File: config.mk
export PLATFORM = sky130hd
export DESIGN_NAME = one_shot_timer_bank_flat
export DESIGN_NICKNAME = d
export VERILOG_FILES = /design/src/sv/ostb_pkg.sv /design/src/sv/ostb_if.sv /design/src/sv/ostb_mem.sv /design/src/sv/one_shot_timer_bank.sv /design/src/flat_wrapper.sv
export VERILOG_INCLUDE_DIRS = /design/src /design/src/sv
export SDC_FILE = /design/constraint.sdc
export NUM_CORES = 1
export LEC_CHECK = 0
export BUFFER_PORTS_ARGS = -buffer_cell sky130_fd_sc_hd__buf_2
export CAP_MARGIN = 20
export CORE_MARGIN = 5
export CORE_UTILIZATION = 39
export DETAILED_ROUTE_END_ITERATION = 16
export GPL_TIMING_DRIVEN = 1
export PLACE_DENSITY = 0.56
export SLEW_MARGIN = 10
export SYNTH_ARGS = -nofsm -noshare
export SYNTH_HDL_FRONTEND = slang
export SYNTH_SLANG_ARGS = --single-unit
File: constraint.sdc
create_clock -name clk -period 8.5 [get_ports clk]
set_clock_uncertainty 0.2 [all_clocks]
set_input_delay 2.55 -clock clk [delete_from_list [all_inputs] [get_ports clk]]
set_output_delay 2.55 -clock clk [all_outputs]
set_load 0.02 [all_outputs]
File: src/sv/one_shot_timer_bank_macros.svh
// assertion macros for the one-shot timer bank
`ifndef ONE_SHOT_TIMER_BANK_MACROS_SVH
`define ONE_SHOT_TIMER_BANK_MACROS_SVH

`ifndef SYNTH
// same-cycle implication
`define OSTB_ASSERT_IMP(lbl, clk_s, rst_s, ante, cons) \
  lbl: assert property (@(posedge clk_s) disable iff (!rst_s) (ante) |-> (cons)) \
    else $error("timer bank check failed");
// next-cycle implication
`define OSTB_ASSERT_NXT(lbl, clk_s, rst_s, ante, cons) \
  lbl: assert property (@(posedge clk_s) disable iff (!rst_s) (ante) |=> (cons)) \
    else $error("timer bank check failed");
`else
`define OSTB_ASSERT_IMP(lbl, clk_s, rst_s, ante, cons)
`define OSTB_ASSERT_NXT(lbl, clk_s, rst_s, ante, cons)
`endif

`endif

File: src/sv/ostb_pkg.sv
// types and constants shared by the one-shot timer bank
`timescale 1ns / 1ps
package ostb_pkg;

  localparam int TIMERS_DEF = 16;
  localparam int MAX_RES    = 16;
  localparam int CNT_W      = $clog2(MAX_RES + 1);
  localparam int IDX_W      = 6;

  localparam logic [1:0] MODE_TICK  = 2'd0;
  localparam logic [1:0] MODE_START = 2'd1;
  localparam logic [1:0] MODE_STOP  = 2'd2;
  localparam logic [1:0] MODE_QUERY = 2'd3;

  localparam logic [1:0] EV_DONE    = 2'd0;
  localparam logic [1:0] EV_BAD_IDX = 2'd1;
  localparam logic [1:0] EV_EXPIRED = 2'd2;
  localparam logic [1:0] EV_STATUS  = 2'd3;

  typedef struct packed {
    logic [1:0]       mode;
    logic [IDX_W-1:0] timer_index;
    logic [31:0]      timeout_ticks;
    logic             notify;
    logic [7:0]       tag;
  } in_item_t;

  typedef struct packed {
    logic [1:0]       event_res;
    logic [IDX_W-1:0] timer_index_res;
    logic [7:0]       tag_out;
    logic             is_active;
    logic             is_paused;
    logic             last;
  } out_item_t;

  typedef struct packed {
    logic [31:0] deadline;
    logic        armed;
    logic        fires;
    logic [7:0]  tag;
  } entry_t;

  typedef struct packed {
    logic             we;
    logic [IDX_W-1:0] waddr;
    entry_t           wdata;
    logic             re;
    logic [IDX_W-1:0] raddr;
  } mem_req_t;

endpackage

File: src/sv/ostb_if.sv
// valid/ready channel interfaces for command and result items
`timescale 1ns / 1ps
interface ostb_in_if import ostb_pkg::*; ();
  logic     valid;
  logic     ready;
  in_item_t data;

  modport source (output valid, output data, input ready);
  modport sink (input valid, input data, output ready);
endinterface

interface ostb_out_if import ostb_pkg::*; ();
  logic      valid;
  logic      ready;
  out_item_t data;

  modport source (output valid, output data, input ready);
  modport sink (input valid, input data, output ready);
endinterface

File: src/sv/ostb_mem.sv
// timer entry memory with per-entry valid bits and registered read
`timescale 1ns / 1ps
module ostb_mem import ostb_pkg::*; #(
  parameter int TIMERS = TIMERS_DEF
) (
  input  logic     clk,
  input  logic     rst_n,
  input  mem_req_t req,
  output entry_t   rd_entry
);

  localparam int AW = (TIMERS > 1) ? $clog2(TIMERS) : 1;

  entry_t            mem_r [TIMERS];
  entry_t            rd_raw_r;
  logic              rd_vld_r;
  logic [TIMERS-1:0] valid_r;

  logic [AW-1:0] waddr;
  logic [AW-1:0] raddr;

  assign waddr = req.waddr[AW-1:0];
  assign raddr = req.raddr[AW-1:0];

  always_ff @(posedge clk) begin
    if (req.we) begin
      mem_r[waddr] <= req.wdata;
    end
    if (req.re) begin
      rd_raw_r <= mem_r[raddr];
    end
  end

  // entries never written read with deadline, armed and fires cleared
  always_ff @(posedge clk) begin
    if (!rst_n) begin
      valid_r  <= '0;
      rd_vld_r <= 1'b0;
    end else begin
      if (req.we) begin
        valid_r[waddr] <= 1'b1;
      end
      if (req.re) begin
        rd_vld_r <= valid_r[raddr];
      end
    end
  end

  assign rd_entry.deadline = rd_vld_r ? rd_raw_r.deadline : 32'd0;
  assign rd_entry.armed    = rd_vld_r & rd_raw_r.armed;
  assign rd_entry.fires    = rd_vld_r & rd_raw_r.fires;
  assign rd_entry.tag      = rd_raw_r.tag;

endmodule

File: src/sv/one_shot_timer_bank.sv
// one-shot timer bank: command sequencer, tick sweep and result register
//
// A bank of TIMERS one-shot timers on a shared 32-bit tick counter. Items carry a mode:
// tick advances the counter and sweeps the timers in index order, giving one expired
// result per armed, notifying timer whose deadline is strictly below the new time, at
// most MAX_RES per tick (last marks the final one; a tick with no expiry gives nothing);
// start, stop and query give exactly one result. Timer state sits in a single-port-read
// memory, so a tick reads one entry per cycle, stalling while a second expiry waits for
// the output register. After reset the bank is ready at once: valid bits mark the
// written entries, so no clearing pass is needed. A new item is taken whenever the
// sequencer is idle, even while the last result still waits in the output register.
`timescale 1ns / 1ps
`include "one_shot_timer_bank_macros.svh"
module one_shot_timer_bank import ostb_pkg::*; #(
  parameter int TIMERS = TIMERS_DEF
) (
  input logic         clk,
  input logic         rst_n,
  ostb_in_if.sink     in_ch,
  ostb_out_if.source  out_ch
);

  localparam int CNTW = $clog2(TIMERS + 1);
  localparam logic [IDX_W:0] TIMERS_LIM = (IDX_W + 1)'(TIMERS);
  localparam logic [CNTW-1:0] SWEEP_END = CNTW'(TIMERS);
  localparam logic [CNT_W-1:0] RES_LIM = CNT_W'(MAX_RES);

  localparam logic [1:0] ST_IDLE  = 2'd0;
  localparam logic [1:0] ST_RESP  = 2'd1;
  localparam logic [1:0] ST_SWEEP = 2'd2;
  localparam logic [1:0] ST_FLUSH = 2'd3;

  logic [1:0]       state_r, state_nxt;
  in_item_t         cmd_r, cmd_nxt;
  logic             bad_r, bad_nxt;
  logic [31:0]      now_r, now_nxt;
  logic [CNTW-1:0]  sweep_rd_r, sweep_rd_nxt;
  logic             eval_vld_r, eval_vld_nxt;
  logic [IDX_W-1:0] eval_idx_r, eval_idx_nxt;
  logic [CNT_W-1:0] exp_cnt_r, exp_cnt_nxt;
  logic             pend_vld_r, pend_vld_nxt;
  logic [IDX_W-1:0] pend_idx_r, pend_idx_nxt;
  logic [7:0]       pend_tag_r, pend_tag_nxt;
  logic             out_valid_r, out_valid_nxt;
  out_item_t        out_item_r, out_nxt;

  mem_req_t         mem_req;
  entry_t           rd_entry;
  logic             in_accept;
  logic             out_free;
  logic             out_load;
  logic             expire;
  logic             sweep_stall;
  logic [CNT_W-1:0] cnt_after;

  ostb_mem #(.TIMERS(TIMERS)) u_mem (
    .clk      (clk),
    .rst_n    (rst_n),
    .req      (mem_req),
    .rd_entry (rd_entry)
  );

  assign in_ch.ready  = (state_r == ST_IDLE);
  assign in_accept    = in_ch.valid && in_ch.ready;
  assign out_free     = !out_valid_r || out_ch.ready;
  assign out_ch.valid = out_valid_r;
  assign out_ch.data  = out_item_r;

  assign expire      = eval_vld_r && rd_entry.armed && rd_entry.fires &&
                       (rd_entry.deadline < now_r);
  // a second expiry needs the output register for the held one
  assign sweep_stall = expire && pend_vld_r && !out_free;
  assign cnt_after   = expire ? CNT_W'(exp_cnt_r + 1'b1) : exp_cnt_r;

  always_comb begin
    state_nxt    = state_r;
    cmd_nxt      = cmd_r;
    bad_nxt      = bad_r;
    now_nxt      = now_r;
    sweep_rd_nxt = sweep_rd_r;
    eval_vld_nxt = eval_vld_r;
    eval_idx_nxt = eval_idx_r;
    exp_cnt_nxt  = exp_cnt_r;
    pend_vld_nxt = pend_vld_r;
    pend_idx_nxt = pend_idx_r;
    pend_tag_nxt = pend_tag_r;
    out_load     = 1'b0;
    out_nxt      = out_item_r;
    mem_req      = '0;

    unique case (state_r)
      ST_IDLE: begin
        if (in_accept) begin
          cmd_nxt = in_ch.data;
          bad_nxt = (in_ch.data.mode != MODE_TICK) &&
                    ({1'b0, in_ch.data.timer_index} >= TIMERS_LIM);
          if (in_ch.data.mode == MODE_TICK) begin
            now_nxt      = now_r + 32'd1;
            sweep_rd_nxt = '0;
            eval_vld_nxt = 1'b0;
            exp_cnt_nxt  = '0;
            pend_vld_nxt = 1'b0;
            state_nxt    = ST_SWEEP;
          end else begin
            state_nxt     = ST_RESP;
            mem_req.waddr = in_ch.data.timer_index;
            mem_req.raddr = in_ch.data.timer_index;
            if (!bad_nxt) begin
              unique case (in_ch.data.mode)
                MODE_START: begin
                  mem_req.we             = 1'b1;
                  mem_req.wdata.deadline = now_r + in_ch.data.timeout_ticks;
                  mem_req.wdata.armed    = 1'b1;
                  mem_req.wdata.fires    = in_ch.data.notify;
                  mem_req.wdata.tag      = in_ch.data.tag;
                end
                MODE_STOP: begin
                  // fires and tag matter only once armed again by a start
                  mem_req.we             = 1'b1;
                  mem_req.wdata.deadline = 32'd0;
                  mem_req.wdata.armed    = 1'b0;
                  mem_req.wdata.fires    = 1'b0;
                  mem_req.wdata.tag      = in_ch.data.tag;
                end
                MODE_QUERY: begin
                  mem_req.re = 1'b1;
                end
                default: begin
                end
              endcase
            end
          end
        end
      end

      ST_RESP: begin
        if (out_free) begin
          out_load                = 1'b1;
          out_nxt.timer_index_res = cmd_r.timer_index;
          out_nxt.tag_out         = 8'd0;
          out_nxt.last            = 1'b1;
          out_nxt.is_active       = 1'b0;
          out_nxt.is_paused       = 1'b0;
          if (bad_r) begin
            out_nxt.event_res = EV_BAD_IDX;
          end else if (cmd_r.mode == MODE_QUERY) begin
            out_nxt.event_res = EV_STATUS;
            out_nxt.is_active = rd_entry.armed;
            out_nxt.is_paused = !rd_entry.armed && (now_r < rd_entry.deadline);
          end else begin
            out_nxt.event_res = EV_DONE;
          end
          state_nxt = ST_IDLE;
        end
      end

      ST_SWEEP: begin
        if (!sweep_stall) begin
          if (expire) begin
            mem_req.we             = 1'b1;
            mem_req.waddr          = eval_idx_r;
            mem_req.wdata.deadline = rd_entry.deadline;
            mem_req.wdata.armed    = 1'b0;
            mem_req.wdata.fires    = rd_entry.fires;
            mem_req.wdata.tag      = rd_entry.tag;
            exp_cnt_nxt            = cnt_after;
            if (pend_vld_r) begin
              out_load                = 1'b1;
              out_nxt.event_res       = EV_EXPIRED;
              out_nxt.timer_index_res = pend_idx_r;
              out_nxt.tag_out         = pend_tag_r;
              out_nxt.is_active       = 1'b0;
              out_nxt.is_paused       = 1'b0;
              out_nxt.last            = 1'b0;
            end
            pend_vld_nxt = 1'b1;
            pend_idx_nxt = eval_idx_r;
            pend_tag_nxt = rd_entry.tag;
          end
          // read the next entry while this one is judged
          if ((sweep_rd_r < SWEEP_END) && (cnt_after < RES_LIM)) begin
            mem_req.re   = 1'b1;
            mem_req.raddr = IDX_W'(sweep_rd_r);
            eval_vld_nxt = 1'b1;
            eval_idx_nxt = IDX_W'(sweep_rd_r);
            sweep_rd_nxt = CNTW'(sweep_rd_r + 1'b1);
          end else begin
            eval_vld_nxt = 1'b0;
            state_nxt    = ST_FLUSH;
          end
        end
      end

      ST_FLUSH: begin
        if (!pend_vld_r) begin
          state_nxt = ST_IDLE;
        end else if (out_free) begin
          out_load                = 1'b1;
          out_nxt.event_res       = EV_EXPIRED;
          out_nxt.timer_index_res = pend_idx_r;
          out_nxt.tag_out         = pend_tag_r;
          out_nxt.is_active       = 1'b0;
          out_nxt.is_paused       = 1'b0;
          out_nxt.last            = 1'b1;
          pend_vld_nxt            = 1'b0;
          state_nxt               = ST_IDLE;
        end
      end

      default: begin
        state_nxt = ST_IDLE;
      end
    endcase
  end

  assign out_valid_nxt = out_load || (out_valid_r && !out_ch.ready);

  always_ff @(posedge clk) begin
    if (!rst_n) begin
      state_r     <= ST_IDLE;
      now_r       <= 32'd0;
      eval_vld_r  <= 1'b0;
      exp_cnt_r   <= '0;
      pend_vld_r  <= 1'b0;
      out_valid_r <= 1'b0;
      sweep_rd_r  <= '0;
    end else begin
      state_r     <= state_nxt;
      now_r       <= now_nxt;
      eval_vld_r  <= eval_vld_nxt;
      exp_cnt_r   <= exp_cnt_nxt;
      pend_vld_r  <= pend_vld_nxt;
      out_valid_r <= out_valid_nxt;
      sweep_rd_r  <= sweep_rd_nxt;
    end
  end

  always_ff @(posedge clk) begin
    cmd_r      <= cmd_nxt;
    bad_r      <= bad_nxt;
    eval_idx_r <= eval_idx_nxt;
    pend_idx_r <= pend_idx_nxt;
    pend_tag_r <= pend_tag_nxt;
    if (out_load) begin
      out_item_r <= out_nxt;
    end
  end

  `OSTB_ASSERT_IMP(a_expiry_in_sweep, clk, rst_n,
    out_load && out_nxt.event_res == EV_EXPIRED,
    state_r == ST_SWEEP || state_r == ST_FLUSH)
  `OSTB_ASSERT_NXT(a_cmd_to_resp, clk, rst_n,
    in_accept && in_ch.data.mode != MODE_TICK, state_r == ST_RESP)
  `OSTB_ASSERT_NXT(a_stall_holds_entry, clk, rst_n,
    state_r == ST_SWEEP && sweep_stall, $stable(rd_entry) && eval_vld_r)
  `OSTB_ASSERT_IMP(a_expiry_bound, clk, rst_n,
    state_r == ST_SWEEP, exp_cnt_r <= RES_LIM)

endmodule

File: src/flat_wrapper.sv
// flat-port wrapper written by rule: the top's interface ports become plain ports
module one_shot_timer_bank_flat import ostb_pkg::*;
#(
  parameter int TIMERS = TIMERS_DEF
)
  (clk, rst_n, in_ch_valid, in_ch_data, in_ch_ready, out_ch_valid, out_ch_data, out_ch_ready);
  ostb_in_if in_ch_i ();
  ostb_out_if out_ch_i ();
  input logic clk;
  input logic rst_n;
  input wire logic [$bits(in_ch_i.valid)-1:0] in_ch_valid;
  input wire logic [$bits(in_ch_i.data)-1:0] in_ch_data;
  output wire logic [$bits(in_ch_i.ready)-1:0] in_ch_ready;
  output wire logic [$bits(out_ch_i.valid)-1:0] out_ch_valid;
  output wire logic [$bits(out_ch_i.data)-1:0] out_ch_data;
  input wire logic [$bits(out_ch_i.ready)-1:0] out_ch_ready;
  assign in_ch_i.valid = in_ch_valid;
  assign in_ch_i.data = in_ch_data;
  assign in_ch_ready = in_ch_i.ready;
  assign out_ch_valid = out_ch_i.valid;
  assign out_ch_data = out_ch_i.data;
  assign out_ch_i.ready = out_ch_ready;
  one_shot_timer_bank #(.TIMERS(TIMERS)) u_core (.clk(clk), .rst_n(rst_n), .in_ch(in_ch_i), .out_ch(out_ch_i));
endmodule
; After elaboration in Yosys (flattened, before gate mapping)
; Memories as Yosys holds them, arrays and structs flattened. A register that Yosys moved wholly into a read port is not among the register bits.
; Index checks and enable logic that the tools add are counted.
[totals]
regBits = 110
ram_bits = 672
in_bits = 53
out_inout_bits = 21
word_cells = 150
n_memories = 1
[classes]
addsub = 4
n_lt_le_gt_ge = 8
eq_ne = 17
n_mux = 61
bitwise = 4
n_reduce_logical = 34
[memory_table]
columns = name, words, width, rd, rd_ports_with_merged_regs, write_ports, line_no
row1 = u_core.u_mem.mem_r, 16, 42, 1, 1, 1, ostb_mem.sv:14  ; entry_t mem_r [TIMERS];
[op_table]
columns = operator, count
row1 = $mux 56, 3
row2 = $mux 19, 6
row3 = $pmux 56 s2, 1
row4 = $pmux 42 s2, 1
row5 = $lt 32x32->1, 2
row6 = $pmux 19 s3, 1
row7 = $mux 49, 1
row8 = $mux 43, 1
row9 = $mux 5, 7
row10 = $add 32x1->32 const B, 1
row11 = $add 32x32->32, 1
row12 = $mux 32, 1
row13 = $mux 1, 20
row14 = $mux 2, 10
row15 = $pmux 5 s2, 2
row16 = $or 16x16->16, 1
row17 = $reduce_and 5->1, 3
row18 = $ne 2x1->1 const B, 6
row19 = $reduce_and 3->1, 4
row20 = $logic_and 1x1->1, 11
row21 = $add 5x1->5 const B, 2
row22 = $eq 2x2->1 const B, 5
row23 = $lt 4x5->1 const B, 2
row24 = $lt 5x5->1 const B, 2
row25 = 21 further kinds, 34

; Depth between registers and ports, before layout
; Gate-level depths: netlist of the first run.
[logic_depth]
depth_word = 15
mapped_depth = 17
ltp_nobuf = 13

; Hierarchy
; Synthesis of the first run repeated with hierarchy kept, for this count alone.
[unflattened]
cells_unflattened = 1875
area_unflattened_um2 = 34337.9
[modules_own_cells]
columns = mod, instances, cells_per_inst, area_per_inst_um2, seq_area_each_um2
row1 = ostb_mem, 1, 1092, 27466.3, 21780.9
row2 = one_shot_timer_bank, 1, 783, 6871.6, 2322.2

; Worst setup path after synthesis of the first run
; No wires, ideal clock.
[synth_timing]
path_type = input port to flip-flop
from = input out_ch_ready
to = register u_core.u_mem.rd_vld_r
setup_ns = 0.133
arrival_time_ns = 6.871
t_required_ns = 8.167
slack_ns = 1.295
path_stages = 9
path_buffers = 0
cell_sequence = inv_1 nand3_1 nand2_1 nor4b_4 nor2_2 o21ai_0 nor2_1 a31oi_1 o211ai_1
[synth_rtl]
columns = item, line_no
row1 = start: declaration, flat_wrapper.sv:16  ; input wire logic [$bits(out_ch_i.ready)-1:0] out_ch_ready;
row2 = end signal: assignment, ostb_mem.sv:44  ; rd_vld_r <= valid_r[raddr];
row3 = end: declaration, ostb_mem.sv:16  ; logic rd_vld_r;

==> results of run 1 <==
[routing by layer]
metal,vias to the layer above,global-route usage (%)
li1,9623,-
met1,10809,25.5
met2,639,30.9
met3,122,2.53
met4,0,4.82
met5,-,0
[power breakdown]
group | total, W | switching [W] | internal (W)
Sequential | 0.00443 | 0.0000189 | 0.00441
Combinational | 0.000479 | 0.000302 | 0.000176
Clock | 0.00376 | 0.00159 | 0.00218
[cell usage in the layout, fill, tap and decap left out, types with 7 or more instances in the layout]
cell,count
a211oi_1,87
a21o_1,20
a21oi_1,54
a221o_1,46
a22o_1,30
a31oi_1,86
and2_1,66
and3_1,94
buf_12,11
buf_2,73
buf_4,37
bufinv_16,9
clkbuf_1,20
clkbuf_16,87
clkinv_1,15
clkinv_2,14
dfxtp_1,64
edfxtp_1,760
ha_1,70
inv_1,46
mux2_2,90
mux2i_1,181
nand2_1,235
nand2b_1,9
nand3_1,29
nand4_1,18
nor2_1,39
nor2_4,18
nor2b_1,11
nor3_1,12
o21a_1,23
o21ai_0,31
o22ai_1,44
or3_1,7
xnor2_1,41
xor2_1,11
[stage by stage]
stage               utilization, %  setup slack [ns]  total power (W)  cells
finish                        44.5              2.42          0.00867   3760
floorplan                        -              1.30          0.00484   2436
global route                  44.5              2.23          0.00895   3760
global placement              41.3              1.92          0.00499   3602
detailed placement            41.3              1.87          0.00499   3602
CTS                           44.5              2.54          0.00875   3758
[critical path: cells and delay by family]
kind            cells  cell delay, ns
compound gates     10            2.59
xor+xnor            1            0.16
fa+ha+maj           2            0.65
buf+inv             2            0.27
[worst max path at each step]
stage	end	slack (ns)	cells after the start
after floorplan	u_core.u_mem.rd_vld_r	1.30	9
after global placement	u_core.u_mem.mem_r[6][3]	1.92	9
after detailed placement	u_core.u_mem.mem_r[10][9]	1.87	9
after CTS	u_core.u_mem.mem_r[6][34]	2.54	15
after global routing	u_core.u_mem.mem_r[0][34]	2.23	15
final	u_core.u_mem.mem_r[6][34]	2.42	15
[sequential cells by signal, indices dropped and copies added (netlist names), 2 cells and up]
register,cells
u_core.u_mem.rd_raw_r,34
u_core.u_mem.rd_entry,8
u_core.exp_cnt_r,5
u_core.pend_idx_r,5
u_core.out_ch.data,19
u_core.cmd_r,8
u_core.pend_tag_r,8
u_core.u_mem.valid_r,16
u_core.now_r,32
u_core.u_mem.mem_r,672
u_core.state_r,2
u_core.eval_idx_r,5
u_core.sweep_rd_r,5
[cells by family (layout without fill, tap and decap cells)]
family / after synthesis / count (layout) / share of synthesized area, %
flip-flops: 824 / 824 / 68.2
AND/OR/NAND/NOR: 563 / 563 / 7.90
AO/OA/AOI/OAI: 477 / 477 / 9.69
multiplexers: 271 / 271 / 7.99
buffers and inverters: 178 / 326 / 2.40
adder cells (fa/ha/maj): 71 / 71 / 2.53
XOR/XNOR: 52 / 52 / 1.29
[synth_stat cells, types with 55 or more instances]
| library cell | count |
|---|---|
| a211oi_1 | 87 |
| and3_1 | 94 |
| edfxtp_1 | 760 |
| dfxtp_1 | 64 |
| mux2i_1 | 181 |
| a21oi_1 | 55 |
| and2_1 | 66 |
| a31oi_1 | 86 |
| mux2_2 | 90 |
| clkbuf_1 | 62 |
| nand2_1 | 239 |
| ha_1 | 70 |
| nor2_1 | 57 |
[final cells by class]
class	count	area, um2	area share [%]
multi-input combinational	1434	10600	26.5
sequential	824	24100	60.2
clock inverter	49	571	1.42
timing repair buffer	122	878	2.19
tap	1176	1470	3.67
inverter	48	180	0.450
clock buffer	107	2250	5.62
==> summary.md, run 1 <==
| Metric | Value |
|---|---|
| Avg Inst Size Synth | `14.5 um2` |
| Final setup viols | `0` |
| R2r endpoint | `u_core.u_mem.mem_r[12][19]` |
| Crit path from | `in_ch_data[9]` |
| Hold Path Origin | `u_core.eval_idx_r[4]` |
| TNS Setup | `0 ns` |
| Synth area leader | `edfxtp_1` |
| Tmin final | `6.08 ns` |
| Max Freq | `0.165 GHz` |
| Worst vdd ir | `0.153 mV` |
| Number of buffers created by CTS | `87` |
| YS warnings | `0` |
| # DRC | `0` |
| Max-slew headroom at the worst pin | `26.2%` |
| Reg2Reg Depth | `14` |
| Post-DRT Antenna Nets | `0` |
| Die area | `96,700 um2` |
| Hold slack | `0.227 ns` |
| Routed vias/inst | `5.64` |
| Post-route design area | `40,100 um2` |
| Run status | `completed` |
| Vias in the first global route | `21,132` |
| Row Count | `110` |
| Crit path DAT | `6.23 ns` |
| Mapped Area | `35,300 um2` |
| Critical Path End Type | `flop` |
| Post-Synthesis Cells | `2,436` |
| Clk buf depth | `3` |
| Final max-slew violation count | `0` |
| ANT cells | `0` |
| Cts repair resizes | `0` |
| Initial antenna violation count | `3` |
| Synth cell types | `75` |
| Skew-Pair Late Insertion Delay | `0.65 ns` |
| Met3 WL | `5.35 mm` |
| Power Dens Cells | `216 nW/um2` |
| Filler cells | `7,893` |
| Worst EP required | `8.66 ns` |
| Crit-path cells | `buf_2 -> ha_1 -> fa_1 -> a21o_1 -> a21o_1 -> a2111oi_0 -> o31ai_1 -> a21oi_1 -> buf_4 -> o31ai_1 -> a21o_1 -> a21o_1 -> a21oi_1 -> xnor2_1 -> a22o_1` |
| Top_reg_cell synth | `edfxtp_1` |
| Hold Path End | `u_core.pend_idx_r[4]` |
| Drt wl/cell | `24.5 um` |
| Max incr delay on CP | `0.56 ns` |
| Area delta synth->final | `13.4%` |
| Share of layout cells above drive strength 1 | `14.6%` |
| Core ar. | `90,000 um2` |
| Critical Path Source Type | `primary input` |
| Flops & latches, synth | `824` |
| Worst Tran Pin Value | `1.10 ns` |
| GRT Total Usage | `18.4%` |
| Cts hold-fix bufs | `0` |
| Drt first-iter violations | `1,725` |
| Dpl hpwl | `52.4 mm` |
| Reg2Reg Launch Point | `u_core.u_mem.rd_vld_r` |
| Crit path top cell by count | `a21o_1` |
| Die width | `311 um` |
| Setup Fix Bufs, Post-CTS | `0` |
| RSZ-0062 raised after global routing | `false` |
| Worst-path clk slew | `0.06 ns` |
| Root Driver | `clkbuf_16` |
| Register area share after synthesis | `68.2%` |
| Crit path max fanout | `16` |
| Hold Path Class | `reg -> reg` |
| Overflow after GRT | `0` |
| Total leakage power | `14.3 nW` |
| Routed Wire Length | `91.9 mm` |
| Largest net degree at the start of global routing | `171` |
| Top Layer Used | `met4` |
| Ranking of synthesized cells by area | `edfxtp_1 (65%), mux2i_1 (5.1%), dfxtp_1 (3.6%), mux2_2 (2.9%), nand2_1 (2.5%)` |
| Syn nets | `2,560` |
| Final worst path period share | `71.5%` |
| Detail Route met2 WL | `44.3 mm` |
| Share of the synthesized area in the top cell type | `64.6%` |
| Slowest cell on crit path | `a2111oi_0` |
| Placed cell area | `37,200 um2` |
| IO Pins | `74` |
| CTS tree | `yes` |
| Vias | `21,193` |
| IO Port Bufs | `73` |
| Met1 Wirelength | `40.4 mm` |
| FFs w/ async S/R, synth | `0%` |
| Crit Path Category | `in -> reg` |
| 1st-pass router iterations | `5` |
| Die height | `311 um` |
| Hold path depth | `0` |
| Worst reg-to-reg setup slack | `2.60 ns` |
| Initial Utilization | `39.3%` |
| First-pass GRT wire length | `137 mm` |
| # clock sinks | `824` |
| Number of flops mapped to enable cells by yosys | `760` |
| CTS H-tree lvls | `3` |
| Hold Fails Final Rpt | `0` |
| RePlAce Congestion | `0.846` |
| Max-cap violations | `0` |
| Layout net count | `2,641` |
No activity file was read; power rests on OpenSTA's default activity.
==> run 2: changes to the inputs <==
Settings changed: ABC_AREA set to 1, PLACE_DENSITY 0.56 to 0.58.
Clock period 8.5 ns to 5.4 ns, I/O delays scaled along.
==> run 2 against run 1 <==
Compared with the run above: global-route usage grew 0.81 points; synthesized cell count increased by 22%; core utilization is 0.23 points higher; final area is 1.9% higher; die area up 0.87%; critical path type is now reg -> reg; highest routed layer unchanged.
==> summary.md, run 2 <==
| Metric | Value |
|---|---|
| Top-count cell post-synth | `edfxtp_1` |
| Die height | `312 um` |
| Ranking of synthesized cells by area | `edfxtp_1 (64%), o211ai_1 (5.6%), dfxtp_1 (3.6%), o21ai_0 (3.4%), nand2_1 (2.9%)` |
| Reg2Reg Depth | `15` |
| Post-DRT Antenna Nets | `0` |
| GRT Total Usage | `19.2%` |
| # DRC | `0` |
| Max FFs per register | `672` |
| FFs w/ async S/R, synth | `0%` |
| Max-cap violations | `0` |
| Vias in the first global route | `23,047` |
| Largest regs | `u_core.u_mem.mem_r (672), u_core.u_mem.rd_raw_r (34), u_core.now_r (32)` |
| Max-slew headroom at the worst pin | `28.6%` |
| Fin cells | `4,339` |
| Drt wl/cell | `22.2 um` |
| Crit path DAT | `5.00 ns` |
| RSZ-0062 raised after global routing | `false` |
| Routed vias/inst | `5.46` |
| ANT cells | `0` |
| Most common cell after layout, fill and taps aside | `edfxtp_1` |
| Largest Register | `u_core.u_mem.mem_r` |
| Post-Place Worst Slack | `0.263 ns` |
| Critical Path End Type | `flop` |
| # clock sinks | `824` |
| Routed Wire Length | `96.2 mm` |
| Worst reg-to-reg setup slack | `0.53 ns` |
| Synth cell count leaders | `edfxtp_1 (760), nand2_1 (272), o211ai_1 (266)` |
| Share of the synthesized area in the top cell type | `64.0%` |
| Synth cell types | `52` |
| Dpl hpwl | `55.2 mm` |
| Final setup viols | `0` |
| Largest net degree at the start of global routing | `115` |
| Overflow after GRT | `0` |
| Met1 usage | `27.0%` |
| Final max-slew violation count | `0` |
| Setup Fix Bufs, Post-CTS | `0` |
| Die width | `312 um` |
| IO Port Bufs | `73` |
| Register area share after synthesis | `67.6%` |
| Core ar. | `91,200 um2` |
| Avg Inst Size Synth | `12.0 um2` |
| Reg2Reg Launch Point | `u_core.u_mem.rd_vld_r` |
| Drt first-iter violations | `2,078` |
| Share of layout cells above drive strength 1 | `15.7%` |
| Worst setup margin | `0.535 ns` |
| Clk buf depth | `3` |
| Most frequent cells in the layout | `edfxtp_1 (760), nand2_1 (270), o211ai_1 (266)` |
| Hold Path Class | `reg -> reg` |
| Cts hold-fix bufs | `0` |
| First-pass GRT wire length | `144 mm` |
| Crit path from | `u_core.u_mem.rd_vld_r` |
| Total leakage power | `14.2 nW` |
| Vias | `23,682` |
| Power Dens Cells | `330 nW/um2` |
| CTS tree | `yes` |
| Crit path max fanout | `26` |
| GRT Max-Usage Layer | `met2` |
| Met2 Track Usage GR | `31.6%` |
| 1st-pass router iterations | `6` |
| CTS H-tree lvls | `3` |
| Cts repair resizes | `0` |
| Placed insts | `4,184` |
| Final worst path period share | `90.1%` |
| RePlAce Congestion | `0.865` |
| Crit Path Category | `reg -> reg` |
| YS warnings | `0` |
| Hold Fails Final Rpt | `0` |
| Flops & latches, synth | `824` |
| Initial antenna violation count | `0` |
| Worst Tran Pin Value | `1.07 ns` |
| Worst EP required | `5.53 ns` |
| Initial Utilization | `39.1%` |
| Root Driver | `clkbuf_16` |
| Number of flops mapped to enable cells by yosys | `760` |
| Tmin final | `4.87 ns` |
| Row Count | `111` |
| Met3 Use GR | `2.67%` |
| Synth area leader | `edfxtp_1` |
| R2r endpoint | `u_core.u_mem.mem_r[14][27]` |
| Die area | `97,600 um2` |
| Area delta synth->final | `14.5%` |
| Number of buffers created by CTS | `83` |
| Layout net count | `3,208` |
| Syn nets | `3,096` |
| Final core occ | `44.7%` |
| Critical path capture point | `u_core.u_mem.mem_r[14][27]` |
| Mapped Area | `35,700 um2` |
| Skew-Pair Late Insertion Delay | `0.65 ns` |
| Worst-path clk slew | `0.06 ns` |
| Run status | `completed` |
| Critical Path Source Type | `flop` |
| Worst vdd ir | `0.212 mV` |
| Top_reg_cell synth | `edfxtp_1` |
| Max Freq | `0.206 GHz` |
| Post-Synthesis Cells | `2,972` |
| IO Pins | `74` |
| Hold slack | `0.234 ns` |
## run 2: kinds of logic after synthesis
group / count (synthesis) / synth area share, %
DFF: 824 / 67.6
and+or+nand+nor: 928 / 12.2
AOI/OAI and AO/OA: 743 / 12.9
buffers and inverters: 397 / 4.63
adders and majority gates: 71 / 2.51
xor gates and xnor gates: 9 / 0.221
## run 2: how the worst min path moves through the flow
| stage | start | endpoint | depth (start not counted) |
|---|---|---|---|
| global route | u_core.eval_idx_r[4] | u_core.pend_idx_r[4] | 0 |
| finish | u_core.eval_idx_r[4] | u_core.pend_idx_r[4] | 0 |
| global placement | u_core.eval_idx_r[4] | u_core.pend_idx_r[4] | 0 |
| detailed placement | u_core.eval_idx_r[4] | u_core.pend_idx_r[4] | 0 |
| CTS | u_core.eval_idx_r[4] | u_core.pend_idx_r[4] | 0 |
| floorplan | u_core.eval_idx_r[4] | u_core.pend_idx_r[4] | 0 |
## run 2: final cells by class
| class | count | area (um2) |
|---|---|---|
| sequential | 824 | 24100 |
| tap | 1186 | 1480 |
| fill | 8298 | 50400 |
| inverter | 242 | 923 |
| clock inverter | 53 | 472 |
| multi-input combinational | 1751 | 10100 |
| timing repair buffer | 182 | 1590 |
| clock buffer | 101 | 2160 |
## run 2: power by group
part	total, W	leakage (nW)	internal [W]	switching [W]
Clock	0.00559	1.28	0.00313	0.00247
Combinational	0.000915	5.65	0.000294	0.000621
Sequential	0.00698	7.31	0.00695	0.0000324
Total	0.0135	14.2	0.0104	0.00312
## run 2: layer usage
| layer | vias to the layer above | share of wire [%] |
|---|---|---|
| li1 | 11055 | - |
| met1 | 11745 | 45 |
| met2 | 727 | 47 |
| met3 | 155 | 5.8 |
| met4 | 0 | 2.1 |
| met5 | - | 0 |
## run 2: worst max-delay path, stage by stage, from the launching register on
cell	delay [ns]
dfxtp_2	0.77
nand2_1	0.20
inv_1	0.12
ha_1	0.24
a21oi_1	0.15
o21ai_0	0.15
a21oi_1	0.24
nand2_1	0.08
nand2_1	0.19
nand3_4	0.16
nor3_4	0.22
inv_2	0.10
o21ai_0	0.49
nand2_1	0.41
nor2_4	0.51
buf_12	0.25
## run 2: stage by stage
step	cell area (um2)	power, W	setup TNS, ns
global route	40800	0.0139	0
CTS	40800	0.0136	0
detailed placement	38200	0.00803	0
finish	40800	0.0135	0
floorplan	35700	0.00771	-5.85
global placement	38200	0.00803	0
